[config.mk]
export PLATFORM = sky130hd
export DESIGN_NAME = humidity_temp_frame_decoder_core_flat
export DESIGN_NICKNAME = d
export VERILOG_FILES = /design/src/rtl/core/htfd_pkg.sv /design/src/rtl/core/htfd_if.sv /design/src/rtl/core/htfd_byte_cell.sv /design/src/rtl/core/htfd_scale.sv /design/src/rtl/core/humidity_temp_frame_decoder_core.sv /design/src/flat_wrapper.sv
export SDC_FILE = /design/constraint.sdc
export NUM_CORES = 2
export LEC_CHECK = 0
export ABC_AREA = 1
export BUFFER_PORTS_ARGS = -buffer_cell sky130_fd_sc_hd__buf_2
export CORE_MARGIN = 3
export CORE_UTILIZATION = 66
export CTS_BUF_LIST = sky130_fd_sc_hd__clkbuf_8
export DETAILED_ROUTE_END_ITERATION = 10
export GPL_TIMING_DRIVEN = 0
export PLACE_DENSITY = 0.91
export SETUP_SLACK_MARGIN = 0.1
export SLEW_MARGIN = 20
export SYNTH_ARGS = -nofsm -noshare
export SYNTH_HDL_FRONTEND = slang
export SYNTH_SLANG_ARGS = --single-unit
[constraint.sdc]
create_clock -name i_clk -period 6.9 [get_ports i_clk]
set_clock_uncertainty 0.05 [all_clocks]
set_input_delay 0.69 -clock i_clk [delete_from_list [all_inputs] [get_ports i_clk]]
set_output_delay 0.69 -clock i_clk [all_outputs]
set_load 0.01 [all_outputs]
[src/rtl/core/htfd_pkg.sv]
`default_nettype none

package htfd_pkg;

    // Frame layout
    localparam int unsigned FRAME_DATA = 6;
    localparam int unsigned POS_W      = 3;
    localparam int unsigned BUSY_BIT   = 7;

    // CRC-8, polynomial x^8 + x^5 + x^4 + 1, no reflection, no final xor
    localparam logic [7:0] CRC_POLY = 8'h31;
    localparam logic [7:0] CRC_INIT = 8'hFF;

    // Scaling: value = raw * mul / 10486, quotient by reciprocal multiply
    localparam int unsigned RAW_W       = 20;
    localparam int unsigned MUL_W       = 8;
    localparam int unsigned PROD_W      = RAW_W + MUL_W;
    localparam int unsigned QUOT_W      = 15;
    localparam int unsigned DIV_W       = 14;
    localparam int unsigned RECIP_SHIFT = 28;
    localparam logic [DIV_W-1:0]  SCALE_DIV = 14'd10486;
    // floor(2^28 / 10486)
    localparam logic [QUOT_W-1:0] RECIP     = 15'd25599;
    localparam logic [MUL_W-1:0]  HUM_MUL   = 8'd100;
    localparam logic [MUL_W-1:0]  TEMP_MUL  = 8'd200;
    localparam logic [31:0]       TEMP_OFFSET = 32'd5000;

    // Error register reset value, -9999
    localparam logic [31:0] ERROR_RESET = 32'hFFFF_D8F1;

    typedef enum logic [1:0] {
        ST_VALID = 2'd0,
        ST_BUSY  = 2'd1,
        ST_CRC   = 2'd2
    } t_status;

    // Load enables of the three scaling stages
    typedef struct packed {
        logic s1;
        logic s2;
        logic s3;
    } t_pipe_en;

    // One byte through the CRC, one bit per step
    function automatic logic [7:0] crc8_step(input logic [7:0] acc, input logic [7:0] b);
        logic [7:0] c;
        c = acc ^ b;
        for (int k = 0; k < 8; k++) begin
            if (c[7]) begin
                c = {c[6:0], 1'b0} ^ CRC_POLY;
            end else begin
                c = {c[6:0], 1'b0};
            end
        end
        return c;
    endfunction

endpackage

`default_nettype wire

[src/rtl/core/htfd_if.sv]
`default_nettype none

// Byte input channel
interface htfd_in_if;
    logic       valid;
    logic       ready;
    logic [7:0] rx_byte;
    logic       frame_start;

    modport source (output valid, output rx_byte, output frame_start, input ready);
    modport sink   (input valid, input rx_byte, input frame_start, output ready);
endinterface

// Result channel
interface htfd_out_if;
    logic        valid;
    logic        ready;
    logic [1:0]  status;
    logic [31:0] humidity;
    logic [31:0] temperature;

    modport source (output valid, output status, output humidity, output temperature,
                    input ready);
    modport sink   (input valid, input status, input humidity, input temperature,
                    output ready);
endinterface

// Error value register write channel
interface htfd_cfg_if;
    logic        valid;
    logic        ready;
    logic [31:0] fault_value;

    modport source (output valid, output fault_value, input ready);
    modport sink   (input valid, input fault_value, output ready);
endinterface

`default_nettype wire

[src/rtl/core/htfd_byte_cell.sv]
`default_nettype none

module htfd_byte_cell
    import htfd_pkg::*;
(
    input  wire logic       i_clk,
    input  wire logic       i_shift,
    input  wire logic [7:0] i_byte,
    output logic      [7:0] o_byte
);

    logic [7:0] r_byte;

    // Take the neighbor's byte on every shift beat
    always_ff @(posedge i_clk) begin
        if (i_shift) begin
            r_byte <= i_byte;
        end
    end

    assign o_byte = r_byte;

endmodule

`default_nettype wire

[src/rtl/core/htfd_scale.sv]
`default_nettype none

module htfd_scale
    import htfd_pkg::*;
(
    input  wire logic              i_clk,
    input  wire t_pipe_en          i_en,
    input  wire logic [RAW_W-1:0]  i_raw,
    input  wire logic [MUL_W-1:0]  i_mul,
    output logic      [QUOT_W-1:0] o_quot
);

    localparam int unsigned EST_W = PROD_W + QUOT_W;
    localparam int unsigned CHK_W = QUOT_W + DIV_W;

    logic [PROD_W-1:0] r_x1;
    logic [PROD_W-1:0] r_x2;
    logic [QUOT_W-1:0] r_est2;
    logic [QUOT_W-1:0] r_est3;
    logic [QUOT_W-1:0] r_rem3;

    logic [EST_W-1:0]  n_est_prod;
    logic [CHK_W-1:0]  n_back_prod;
    logic [CHK_W-1:0]  n_rem;

    // Estimate is the true quotient or one below it
    assign n_est_prod  = EST_W'(r_x1) * EST_W'(RECIP);
    assign n_back_prod = CHK_W'(r_est2) * CHK_W'(SCALE_DIV);
    assign n_rem       = CHK_W'(r_x2) - n_back_prod;

    // s1: raw times scale, s2: reciprocal estimate, s3: remainder
    always_ff @(posedge i_clk) begin
        if (i_en.s1) begin
            r_x1 <= PROD_W'(i_raw) * PROD_W'(i_mul);
        end
        if (i_en.s2) begin
            r_x2   <= r_x1;
            r_est2 <= n_est_prod[RECIP_SHIFT +: QUOT_W];
        end
        if (i_en.s3) begin
            r_est3 <= r_est2;
            r_rem3 <= n_rem[QUOT_W-1:0];
        end
    end

    // One correction step
    assign o_quot = r_est3 + QUOT_W'(r_rem3 >= QUOT_W'(SCALE_DIV));

endmodule

`default_nettype wire

[src/rtl/core/humidity_temp_frame_decoder_core.sv]
`default_nettype none

// Decoder for the seven-byte measurement response of a humidity/temperature
// sensor. Bytes come in one per beat on i_in, frame_start marking byte 0; the
// block takes a byte in every cycle, stalling only when its result pipeline and
// output register are full and o_out is not ready. Bytes 0..5 shift through a
// row of six byte cells while a CRC-8 (0x31, init 0xFF) runs over them; byte 6
// is the checksum and starts one result, which passes through three scaling
// stages (multiply, reciprocal estimate, remainder) and then the output
// register before it is presented on o_out. Status is 0 valid,
// 1 busy (values 0), 2 checksum error (both values carry the error register).
// Values are in hundredths: humidity = raw*100/10486,
// temperature = raw*200/10486 - 5000.
// The error register is written on i_cfg, resets to -9999, and must only be
// changed while no frame is in flight.

module humidity_temp_frame_decoder_core
    import htfd_pkg::*;
(
    input  wire logic i_clk,
    input  wire logic i_rst_n,
    htfd_in_if.sink   i_in,
    htfd_cfg_if.sink  i_cfg,
    htfd_out_if.source o_out
);

    logic [POS_W-1:0] r_pos;
    logic [7:0]       r_crc;
    logic [31:0]      r_fault_value;

    logic             r_v1, r_v2, r_v3;
    t_status          r_st1, r_st2, r_st3;

    logic             r_out_valid;
    t_status          r_status;
    logic [31:0]      r_humidity;
    logic [31:0]      r_temperature;

    logic             can_out, can3, can2, can1;
    logic             in_beat;
    logic             restart;
    logic [POS_W-1:0] eff_pos;
    logic [7:0]       eff_crc;
    logic             store_byte;
    logic             fire;
    t_status          n_status;
    logic [RAW_W-1:0] hum_raw;
    logic [RAW_W-1:0] temp_raw;
    logic [QUOT_W-1:0] hum_q;
    logic [QUOT_W-1:0] temp_q;
    t_pipe_en         pipe_en;

    logic [7:0]       cell_q [FRAME_DATA];

    // Stall chain: a stage loads when it is empty or its successor moves
    assign can_out = !r_out_valid || o_out.ready;
    assign can3    = !r_v3 || can_out;
    assign can2    = !r_v2 || can3;
    assign can1    = !r_v1 || can2;

    assign i_in.ready  = can1;
    assign in_beat     = i_in.valid && can1;
    assign i_cfg.ready = 1'b1;

    // Frame position: start flag or an out-of-range position restarts
    assign restart    = i_in.frame_start || (r_pos > POS_W'(FRAME_DATA));
    assign eff_pos    = restart ? '0 : r_pos;
    assign eff_crc    = restart ? CRC_INIT : r_crc;
    assign store_byte = in_beat && (eff_pos < POS_W'(FRAME_DATA));
    assign fire       = in_beat && (eff_pos == POS_W'(FRAME_DATA));

    // Byte cells: newest byte in cell 0, byte 0 ends up in the last cell
    for (genvar g = 0; g < FRAME_DATA; g++) begin : g_cell
        if (g == 0) begin : g_head
            htfd_byte_cell u_cell (
                .i_clk   (i_clk),
                .i_shift (store_byte),
                .i_byte  (i_in.rx_byte),
                .o_byte  (cell_q[g])
            );
        end else begin : g_body
            htfd_byte_cell u_cell (
                .i_clk   (i_clk),
                .i_shift (store_byte),
                .i_byte  (cell_q[g-1]),
                .o_byte  (cell_q[g])
            );
        end
    end

    // Raw fields: cell 4 = byte 1 ... cell 0 = byte 5
    assign hum_raw  = {cell_q[4], cell_q[3], cell_q[2][7:4]};
    assign temp_raw = {cell_q[2][3:0], cell_q[1], cell_q[0]};

    // Busy is checked before the checksum
    always_comb begin
        if (cell_q[FRAME_DATA-1][BUSY_BIT]) begin
            n_status = ST_BUSY;
        end else if (i_in.rx_byte != eff_crc) begin
            n_status = ST_CRC;
        end else begin
            n_status = ST_VALID;
        end
    end

    // Position and CRC
    always_ff @(posedge i_clk) begin
        if (!i_rst_n) begin
            r_pos <= '0;
            r_crc <= CRC_INIT;
        end else if (store_byte) begin
            r_pos <= eff_pos + POS_W'(1);
            r_crc <= crc8_step(eff_crc, i_in.rx_byte);
        end else if (fire) begin
            r_pos <= '0;
            r_crc <= CRC_INIT;
        end
    end

    // Error register
    always_ff @(posedge i_clk) begin
        if (!i_rst_n) begin
            r_fault_value <= ERROR_RESET;
        end else if (i_cfg.valid) begin
            r_fault_value <= i_cfg.fault_value;
        end
    end

    assign pipe_en = '{s1: can1, s2: can2, s3: can3};

    htfd_scale u_hum_scale (
        .i_clk  (i_clk),
        .i_en   (pipe_en),
        .i_raw  (hum_raw),
        .i_mul  (HUM_MUL),
        .o_quot (hum_q)
    );

    htfd_scale u_temp_scale (
        .i_clk  (i_clk),
        .i_en   (pipe_en),
        .i_raw  (temp_raw),
        .i_mul  (TEMP_MUL),
        .o_quot (temp_q)
    );

    // Stage valids
    always_ff @(posedge i_clk) begin
        if (!i_rst_n) begin
            r_v1        <= 1'b0;
            r_v2        <= 1'b0;
            r_v3        <= 1'b0;
            r_out_valid <= 1'b0;
        end else begin
            if (can1) begin
                r_v1 <= fire;
            end
            if (can2) begin
                r_v2 <= r_v1;
            end
            if (can3) begin
                r_v3 <= r_v2;
            end
            if (can_out) begin
                r_out_valid <= r_v3;
            end
        end
    end

    // Status travels alongside the scaling stages
    always_ff @(posedge i_clk) begin
        if (can1) begin
            r_st1 <= n_status;
        end
        if (can2) begin
            r_st2 <= r_st1;
        end
        if (can3) begin
            r_st3 <= r_st2;
        end
    end

    // Output register: pick values by status
    always_ff @(posedge i_clk) begin
        if (can_out) begin
            r_status <= r_st3;
            case (r_st3)
                ST_VALID: begin
                    r_humidity    <= 32'(hum_q);
                    r_temperature <= 32'(temp_q) - TEMP_OFFSET;
                end
                ST_CRC: begin
                    r_humidity    <= r_fault_value;
                    r_temperature <= r_fault_value;
                end
                default: begin
                    r_humidity    <= '0;
                    r_temperature <= '0;
                end
            endcase
        end
    end

    assign o_out.valid       = r_out_valid;
    assign o_out.status      = r_status;
    assign o_out.humidity    = r_humidity;
    assign o_out.temperature = r_temperature;

endmodule

`default_nettype wire
[src/flat_wrapper.sv]
// flat-port wrapper written by rule: the top's interface ports become plain ports
module humidity_temp_frame_decoder_core_flat import htfd_pkg::*;
  (i_clk, i_rst_n, i_in_valid, i_in_rx_byte, i_in_frame_start, i_in_ready, i_cfg_valid, i_cfg_fault_value, i_cfg_ready, o_out_valid, o_out_status, o_out_humidity, o_out_temperature, o_out_ready);
  htfd_in_if i_in_i ();
  htfd_cfg_if i_cfg_i ();
  htfd_out_if o_out_i ();
  input  wire logic i_clk;
  input  wire logic i_rst_n;
  input wire logic [$bits(i_in_i.valid)-1:0] i_in_valid;
  input wire logic [$bits(i_in_i.rx_byte)-1:0] i_in_rx_byte;
  input wire logic [$bits(i_in_i.frame_start)-1:0] i_in_frame_start;
  output wire logic [$bits(i_in_i.ready)-1:0] i_in_ready;
  input wire logic [$bits(i_cfg_i.valid)-1:0] i_cfg_valid;
  input wire logic [$bits(i_cfg_i.fault_value)-1:0] i_cfg_fault_value;
  output wire logic [$bits(i_cfg_i.ready)-1:0] i_cfg_ready;
  output wire logic [$bits(o_out_i.valid)-1:0] o_out_valid;
  output wire logic [$bits(o_out_i.status)-1:0] o_out_status;
  output wire logic [$bits(o_out_i.humidity)-1:0] o_out_humidity;
  output wire logic [$bits(o_out_i.temperature)-1:0] o_out_temperature;
  input wire logic [$bits(o_out_i.ready)-1:0] o_out_ready;
  assign i_in_i.valid = i_in_valid;
  assign i_in_i.rx_byte = i_in_rx_byte;
  assign i_in_i.frame_start = i_in_frame_start;
  assign i_in_ready = i_in_i.ready;
  assign i_cfg_i.valid = i_cfg_valid;
  assign i_cfg_i.fault_value = i_cfg_fault_value;
  assign i_cfg_ready = i_cfg_i.ready;
  assign o_out_valid = o_out_i.valid;
  assign o_out_status = o_out_i.status;
  assign o_out_humidity = o_out_i.humidity;
  assign o_out_temperature = o_out_i.temperature;
  assign o_out_i.ready = o_out_ready;
  humidity_temp_frame_decoder_core u_core (.i_clk(i_clk), .i_rst_n(i_rst_n), .i_in(i_in_i), .i_cfg(i_cfg_i), .o_out(o_out_i));
endmodule
==> flow_summary.ini <==
[placement]
pre_cts_slack_ns = 0.930
gp_congestion = 0.945
hpwl_mm = 69.8
place_area_sq_um = 37800
portBuffers = 113

[critical_path]
cp-start-kind = flip-flop
arrival_ns = 6.46
cp_slowest_cell = fa_1
reg2reg_slack_ns = 0.78
crit_type = flip-flop to flip-flop
cpMostUsedCell = inv_1
crit_path_end = u_core.u_hum_scale.r_rem3[14]
reg2reg_from = u_core.u_hum_scale.r_est2[1]
setup.worst_path.end_class = flip-flop
reg2reg_depth = 27
path_max_fanout = 6
critPathMaxStageDelay_ns = 0.54
cp.required_ns = 7.24
startpoint = u_core.u_hum_scale.r_est2[1]
worstReg2RegEnd = u_core.u_hum_scale.r_rem3[14]

[sta]
hold_viol_final = 0
rsz0062_at_grt = false
max-slew-margin-rel_pct = 31.7
period_minus_slack_ns = 6.12
worst_pin_slew_ns = 1.02
timing.fmax_mhz = 163
period_share_pct = 88.7
maxSlewViolCount = 0
postLayoutSetupSlackWorst_ns = 0.783
setup_viol = 0
fin_tns_setup_ns = 0

[yosys]
yosysWarnings = 0
synthArstFlopShare_pct = 0
netlist_instances = 3861
seq_area_frac_synth_pct = 25.1
yosysUniqueCellTypes = 55
syn_nets = 4890
synth_area_sq_um = 36300
ys_top_cells_by_area = fa_1 (24%), edfxtp_1 (22%), ha_1 (19%)
synth_top_cell_by_area = fa_1
synth_top_area_share_pct = 24.4
synth-edff-count = 272
synthFlopType = edfxtp_1
avgSynthCellArea_sq_um = 9.41
ys_seq_elements = 319

[floorplan]
die_h_um = 241
rows = 85
core_sq_um = 54100
ios = 115
start_util_pct = 67.1
die-area_sq_um = 57900
fp.dieW_um = 241

[finish]
syn2layout_area_growth_pct = 7.31
nets = 5060
final_util_pct = 72.0
stdcell_area_sq_um = 39000
layout_commonest_cell = inv_1
drive_above_1_share_pct = 6.06
final_cell_mix = inv_1 (1,036), ha_1 (541), nand2_1 (516), fa_1 (442), edfxtp_1 (272)
n_fill_cell = 3569

[route]
first_pass_iters = 6
avgViaCountPerCell = 5.65
drtAntennaViolNets = 0
wl_per_cell_um = 17.7
vias = 27000
drc = 0
first_iter_violations = 1823
wl_mm = 84.7

[global_route]
grt_pass1_vias = 28700
antenna_found_initial = 1
grt_pass1_wl_mm = 139
grt_overflow = 0
grt_max_degree = 69
track_usage_pct = 30.1

[clocking]
cts_tree = done
postCtsHoldBufs = 0
clock_sinks = 319
htree_levels = 2
post-cts-setup-buffer-count = 0
clk_path_buf_depth = 3
cts_made_buffers = 53
clk_pin_slew_worst_paths_ns = 0.06
clk_latency_ns = 0.66
cts-root-buf = clkbuf_8
cts_resized = 0

[run_status]
status = finished clean

[run]
maxCapViolations = 0

[worst_hold_path]
min_path_type = input pin to flip-flop
flip-flops by register name (all words and copies together) (netlist names), 8 cells and up:
| signal | flops |
|---|---|
| u_core.r_crc | 8 |
| u_core.u_hum_scale.r_est3 | 14 |
| u_core.u_temp_scale.r_x1 | 25 |
| u_core.u_hum_scale.r_x1 | 25 |
| u_core.u_hum_scale.r_est2 | 14 |
| u_core.u_hum_scale.r_rem3 | 13 |
| u_core.r_fault_value | 32 |
| u_core.u_temp_scale.r_rem3 | 13 |
| u_core.g_cell.g_head.u_cell.o_byte | 8 |
| u_core.o_out.temperature | 32 |
| u_core.u_temp_scale.r_est3 | 15 |
| u_core.u_temp_scale.r_est2 | 15 |
| u_core.u_temp_scale.r_x2 | 12 |
| u_core.g_cell.g_body.u_cell.o_byte | 33 |
| u_core.o_out.humidity | 32 |
| u_core.u_hum_scale.r_x2 | 13 |
layer usage:
layer	share of wire [%]	track usage (%)	up-vias	wire, um
met5	0	0	-	0
met4	4.4	12.6	0	3710
met3	7.8	5.98	308	6600
met2	50	53.5	1185	42300
met1	38	35.9	12900	32000
li1	-	-	12500	-
kinds of logic after synthesis:
family,Yosys count,synth area share [%]
AO/OA/AOI/OAI,414,6.45
XOR/XNOR,140,3.39
adder cells (fa/ha/maj),983,43.0
buffers and inverters,1054,10.9
flip-flops,319,25.1
other,1,0.0103
AND/OR/NAND/NOR,950,11.2
area by class of cell:
class                      instances  area [sq um]  share of cell area [%]
inverter                        1034          3880                    9.96
sequential                       319          9110                    23.4
clock buffer                      61           840                    2.15
tap                              696           871                    2.23
clock inverter                    39           329                   0.844
multi-input combinational       2488         23300                    59.7
buffer                            20          90.1                   0.231
timing repair buffer             115           606                    1.55
antenna                            1          2.50                 0.00642
critical path, delay by kind of cell (launching register included):
family / cells / cell delay (ns)
simple gates: 8 / 0.83
xor+xnor: 1 / 0.18
flops: 1 / 0.53
compound gates: 5 / 1.04
buf+inv: 6 / 0.49
fa+ha+maj: 7 / 2.74
worst min-delay path by stage:
stage | startpoint | to | slack, ns | cells past startpoint
floorplan | u_core.r_st1[0] | u_core.r_st2[0] | 0.35 | 0
global placement | u_core.r_st2[0] | u_core.r_st3[0] | 0.36 | 0
detailed placement | u_core.r_st2[1] | u_core.r_st3[1] | 0.37 | 0
CTS | i_in_rx_byte[4] | u_core.g_cell[0].g_head.u_cell.o_byte[4] | 0.16 | 1
global route | i_in_rx_byte[4] | u_core.g_cell[0].g_head.u_cell.o_byte[4] | 0.18 | 1
finish | i_in_rx_byte[4] | u_core.g_cell[0].g_head.u_cell.o_byte[4] | 0.19 | 1
synthesized netlist by cell type, types with 11 or more instances:
library cell     n
o21ai_0        116
ha_1           541
nor2_1         182
a21oi_1        179
xnor2_1         48
o21bai_1        16
inv_1         1023
dfxtp_1         47
nand2_2         15
a31oi_1         11
nand3_1        136
xor2_1          91
o22ai_1         12
a21o_1          29
fa_1           442
edfxtp_1       272
nand2_1        517
nand4_1         36
nor3_1          30
clkbuf_1        18
per-stage QoR:
step,std cells,hold slack (ns)
CTS,4772,0.160
global route,4772,0.183
global placement,4670,0.356
finish,4773,0.194
detailed placement,4672,0.367
floorplan,3861,0.350
Power is left out: the tool's default activity adds up to more than one toggle a clock period on the data nets, which glitch-free logic cannot reach.
